## src/design/rmst_pkg.sv

```systemverilog
// Shared types and constants for the range-minimum segment tree core.
package rmst_pkg;

  localparam int IDX_W  = 10;
  localparam int CNT_W  = 11;
  localparam int DATA_W = 32;

  localparam logic signed [DATA_W-1:0] INT_MAX = 32'sh7FFF_FFFF;

  localparam logic [CNT_W-1:0] COUNT_RESET = 11'd1024;

  // Operation codes carried in s_tuser
  localparam logic FUNC_UPDATE = 1'b0;
  localparam logic FUNC_QUERY  = 1'b1;

  // Register byte-address word select
  localparam logic REG_ELEMENT_COUNT = 1'b0;

  typedef enum logic [2:0] {
    ST_CLEAR,
    ST_IDLE,
    ST_UPD_LEAF,
    ST_UPD_CLIMB,
    ST_Q_LEFT,
    ST_Q_RIGHT,
    ST_RESP
  } state_t;

  typedef struct packed {
    logic clr_step;
    logic accept;
    logic upd_leaf;
    logic upd_climb;
    logic q_left;
    logic q_right;
    logic resp_load;
  } ctrl_cmd_t;

  typedef struct packed {
    logic clr_done;
    logic is_query;
    logic bad;
    logic empty;
    logic upd_top;
    logic q_more;
    logic out_free;
  } dp_stat_t;

endpackage

```

## src/design/rmst_ctrl.sv

```systemverilog
// Controller state machine for the range-minimum segment tree core.
module rmst_ctrl
  import rmst_pkg::*;
(
  input  logic       clk,
  input  logic       rst,
  input  logic       s_tvalid,
  output logic       s_tready,
  input  dp_stat_t   stat,
  output ctrl_cmd_t  cmd
);

  state_t state;
  state_t state_next;

  always_ff @(posedge clk) begin
    if (rst) begin
      state <= ST_CLEAR;
    end else begin
      state <= state_next;
    end
  end

  always_comb begin
    state_next = state;
    unique case (state)
      ST_CLEAR: begin
        if (stat.clr_done) state_next = ST_IDLE;
      end
      ST_IDLE: begin
        if (s_tvalid) begin
          priority if (stat.bad) state_next = ST_RESP;
          else if (!stat.is_query) state_next = ST_UPD_LEAF;
          else if (stat.empty) state_next = ST_RESP;
          else state_next = ST_Q_LEFT;
        end
      end
      ST_UPD_LEAF:  state_next = ST_UPD_CLIMB;
      ST_UPD_CLIMB: begin
        if (stat.upd_top) state_next = ST_RESP;
      end
      ST_Q_LEFT:    state_next = stat.q_more ? ST_Q_RIGHT : ST_RESP;
      ST_Q_RIGHT:   state_next = ST_Q_LEFT;
      ST_RESP: begin
        if (stat.out_free) state_next = ST_IDLE;
      end
      default:      state_next = ST_CLEAR;
    endcase
  end

  always_comb begin
    cmd           = '0;
    s_tready      = 1'b0;
    unique case (state)
      ST_CLEAR:     cmd.clr_step = 1'b1;
      ST_IDLE: begin
        s_tready   = 1'b1;
        cmd.accept = s_tvalid;
      end
      ST_UPD_LEAF:  cmd.upd_leaf = 1'b1;
      ST_UPD_CLIMB: cmd.upd_climb = 1'b1;
      ST_Q_LEFT:    cmd.q_left = 1'b1;
      ST_Q_RIGHT:   cmd.q_right = 1'b1;
      ST_RESP:      cmd.resp_load = stat.out_free;
      default:      cmd = '0;
    endcase
  end

endmodule

```

## config.mk

```make
export PLATFORM = sky130hd
export DESIGN_NAME = rmst_ctrl
export DESIGN_NICKNAME = d
export VERILOG_FILES = /design/src/design/rmst_pkg.sv /design/src/design/rmst_ctrl.sv
export SDC_FILE = /design/constraint.sdc
export NUM_CORES = 1
export LEC_CHECK = 0
export BUFFER_PORTS_ARGS = -buffer_cell sky130_fd_sc_hd__buf_2
export CORE_AREA = 8 8 45 47
export DETAILED_ROUTE_END_ITERATION = 8
export DIE_AREA = 0 0 53 55
export PLACE_DENSITY = 0.53
export SLEW_MARGIN = 20
export SYNTH_ARGS = -nofsm -noshare
export SYNTH_HDL_FRONTEND = slang
export SYNTH_SLANG_ARGS = --single-unit
```

## constraint.sdc

```tcl
create_clock -name clk -period 1.9 [get_ports clk]
set_clock_uncertainty 0.2 [all_clocks]
set_input_delay 0.285 -clock clk [delete_from_list [all_inputs] [get_ports clk]]
set_output_delay 0.285 -clock clk [all_outputs]
set_load 0.1 [all_outputs]
```

# Word level (Yosys, flattened, before mapping)
# Index checks and enable logic that the tools add are counted.
[classes]
add_sub_neg = 0
mul = 0
div_mod_pow = 0
magnitude_cmp = 0
eq_ne = 10
shifts = 0
mux = 17
bitwise = 0
n_reduce_logical = 2
[op_table]
columns = ["cell", "n"]
rows = [
  ["$pmux W3 S7", 1],
  ["$mux W3", 6],
  ["$eq A3 B3 Y1 const B", 3],
  ["$mux W1", 8],
  ["$ne A2 B2 Y1 const B", 4],
  ["$eq A3 B2 Y1 const B", 2],
  ["$mux W2", 2],
  ["$reduce_and A4 Y1", 1],
  ["$eq A3 B1 Y1 const B", 1],
  ["$logic_not A3 Y1", 1],
]
[totals]
reg_bits = 3
latch_bits = 0
mem_bits_rw = 0
rom_bits = 0
out_inout_bits = 8
elab_cells = 30
memories = 0

# Depth between registers and ports, before layout
[depth]
word_depth = 5
depth_mapped = 5

# Worst setup path after synthesis
# No wires, ideal clock.
[synth_timing]
path_kind = "register to output"
start = "register state[1]"
end = "output port cmd[3] in the netlist's numbering"
arrival_time_ns = 2.828
required_ns = 1.415
slack_ns = -1.413
stages_incl_launch_ff = 4
path_buffers = 2
cell_sequence = "dfxtp_1 -> buf_6 -> buf_2 -> nor3b_1"
[synth_lines]
columns = ["item", "line", "source"]
rows = [
  ["start: declaration", "rmst_ctrl.sv:13", "state_t state;"],
  ["start signal: assignment", "rmst_ctrl.sv:20", "state <= state_next;"],
  ["end: declaration", "rmst_ctrl.sv:10", "output ctrl_cmd_t cmd"],
]

==> results.toml <==
[outcome]
status = "complete, no violations"

[clock_tree]
post_cts_buffers = 0
clk_pin_slew_ns = 0.03
tritoncts = "done"
numClockSinks = 3
cts_hold_buf = 0
cts_max_level = 1
clk_path_buf_depth = 2
insertion_delay_ns = 0.24
cts-root-buf = "clkbuf_4"
cts-resized-gates = 0
cts_buffers = 3

[critical_path]
cpPeakStageDelay_ns = 0.57
path_cells = "nor2_1 > and3_1 > buf_12"
worstPathArrival_ns = 1.34
critical_path.max_fanout = 16
rr_worst_depth = 4
crit_slowest_cell = "dfxtp_2"
critPathRequiredTime_ns = 1.41
crit_type = "reg2out"
cp-start-kind = "register"
endpoint_kind = "output pin"

[drt]
wirelength_um = 939
drtPass1Iterations = 4
wl_per_cell_um = 12.4
ant_nets = 0
via_count = 377
viasPerCell = 4.96
drc = 0
drt_iter0_markers = 11

[layout]
final_common_cell = "buf_2"
fin_nets = 71
syn2layout_area_growth_pct = 93.8
largest_register_ffs = 3
top_register = "state"
drive_gt1_share_pct = 53.3
largestRegisters = "state x3"
antenna_cells = 0
final_cell_mix = "buf_2 (9), buf_12 (8), nor3b_4 (4), clkbuf_4 (3)"

[synth]
yosysWarnings = 0
netlist_area_um2 = 325
ys_types = 28
ys_ff_latch = 3
synth_top_area_cell = "dfxtp_1"
synth_cells = 42
synth_area_per_cell_um2 = 7.75
synth_area_leaders = "dfxtp_1 (18%), nor3b_1 (14%), mux2i_1 (6.2%)"
yosysSeqAreaShare_pct = 18.5
synthesis.nets = 52
synth.top_cell.area_share_pct = 18.5

[die]
core_um2 = 1380
num_rows = 14
ioPinCount = 18
die_area_um2 = 2920
start_util_pct = 23.5
die_y_um = 55
die_x_um = 53

[sta]
timing.final.crit_share_pct = 95.9
fmax_ghz = 0.549
finalCriticalPeriod_ns = 1.82
relSlewSlack_pct = 72.6
finalSetupViolCount = 0
tns_ns = 0
hold_viol_final = 0
grt_setup_unrepaired = "no"
tightestPinTransition_ns = 0.410
layout_setup_ws_ns = 0.0771
maxSlewViolCount = 0
holdWs_ns = 0.0665

[global_routing]
first_global_vias = 349
grt_max_degree = 19
antenna_found_initial = 0
overflow = 0
grt_first_pass_wirelength_um = 1340
grt_usage_pct = 6.17

[placement]
dp_slack_ns = 0.286
portBuffers = 17
place.gp.congestion = 0.752

[worst_hold_path]
hold_depth = 2
hp-class = "in2reg"

[flow_run]
maxCapViolations = 0
==> Yosys cell counts <==
cell       number
a21oi_1         2
buf_6           1
a31o_2          1
or3_1           1
o21bai_1        1
buf_4           1
a21oi_2         1
or4_1           1
buf_2           2
nand3b_1        1
nand2b_1        1
inv_1           2
dfxtp_1         3
nor4_1          1
nand4b_1        1
o31a_1          1
nand2_1         1
nand3_1         1
o2bb2ai_1       1
nor4bb_1        1
o221ai_1        1
mux2i_1         2
o21ai_1         1
and3_1          1
nor2_1          3
nor3b_1         6
nor4b_1         1
nor3_1          2
==> worst paths after layout <==
path,start,endpoint,slack (ns)
worst min register to register,state[0]$_SDFFE_PP0P_,state[0]$_SDFFE_PP0P_,0.56
worst max register to register,state[0]$_SDFFE_PP0P_,state[1]$_SDFFE_PP0P_,0.36
worst max-delay path,state[2]$_SDFFE_PP0P_,cmd[5],0.08
worst min-delay path,rst,state[2]$_SDFFE_PP0P_,0.07
==> kinds of logic after synthesis <==
logic type	Yosys count	synth area share [%]
simple gates	22	43.9
buf+inv	6	11.2
flops	3	18.5
compound gates	9	20.4
mux	2	6.15
==> stage by stage <==
stage	cells	cell area (um^2)	utilization (%)
2_1_floorplan	42	414	-
3_3_place_gp	72	602	43.5
3_5_place_dp	72	602	43.5
4_1_cts	76	628	45.4
5_1_grt	76	631	45.6
6_report	76	631	45.6
==> layer usage <==
layer | wire [um] | vias up | part of all wire, % | track usage [%]
li1 | - | 197 | - | -
met3 | 102 | 0 | 11 | 3.48
met5 | 0 | - | 0 | 0
met4 | 0 | 0 | 0 | 2.59
met1 | 400 | 168 | 43 | 6.38
met2 | 436 | 12 | 46 | 10.2
==> critical path: cells and delay by family (launching register included) <==
| kind | cells | cell delay (ns) |
|---|---|---|
| flops | 1 | 0.57 |
| simple gates | 2 | 0.36 |
| buf+inv | 1 | 0.17 |
==> cell type report <==
cell class | count | area [um^2]
sequential | 3 | 65.1
inverter | 2 | 7.51
clock buffer | 4 | 26.3
timing repair buffer | 18 | 213
tap | 16 | 20.0
fill | 134 | 753
multi-input combinational | 33 | 299
Power is left out: the tool's default activity adds up to more than one toggle a clock period on the data nets, which glitch-free logic cannot reach.
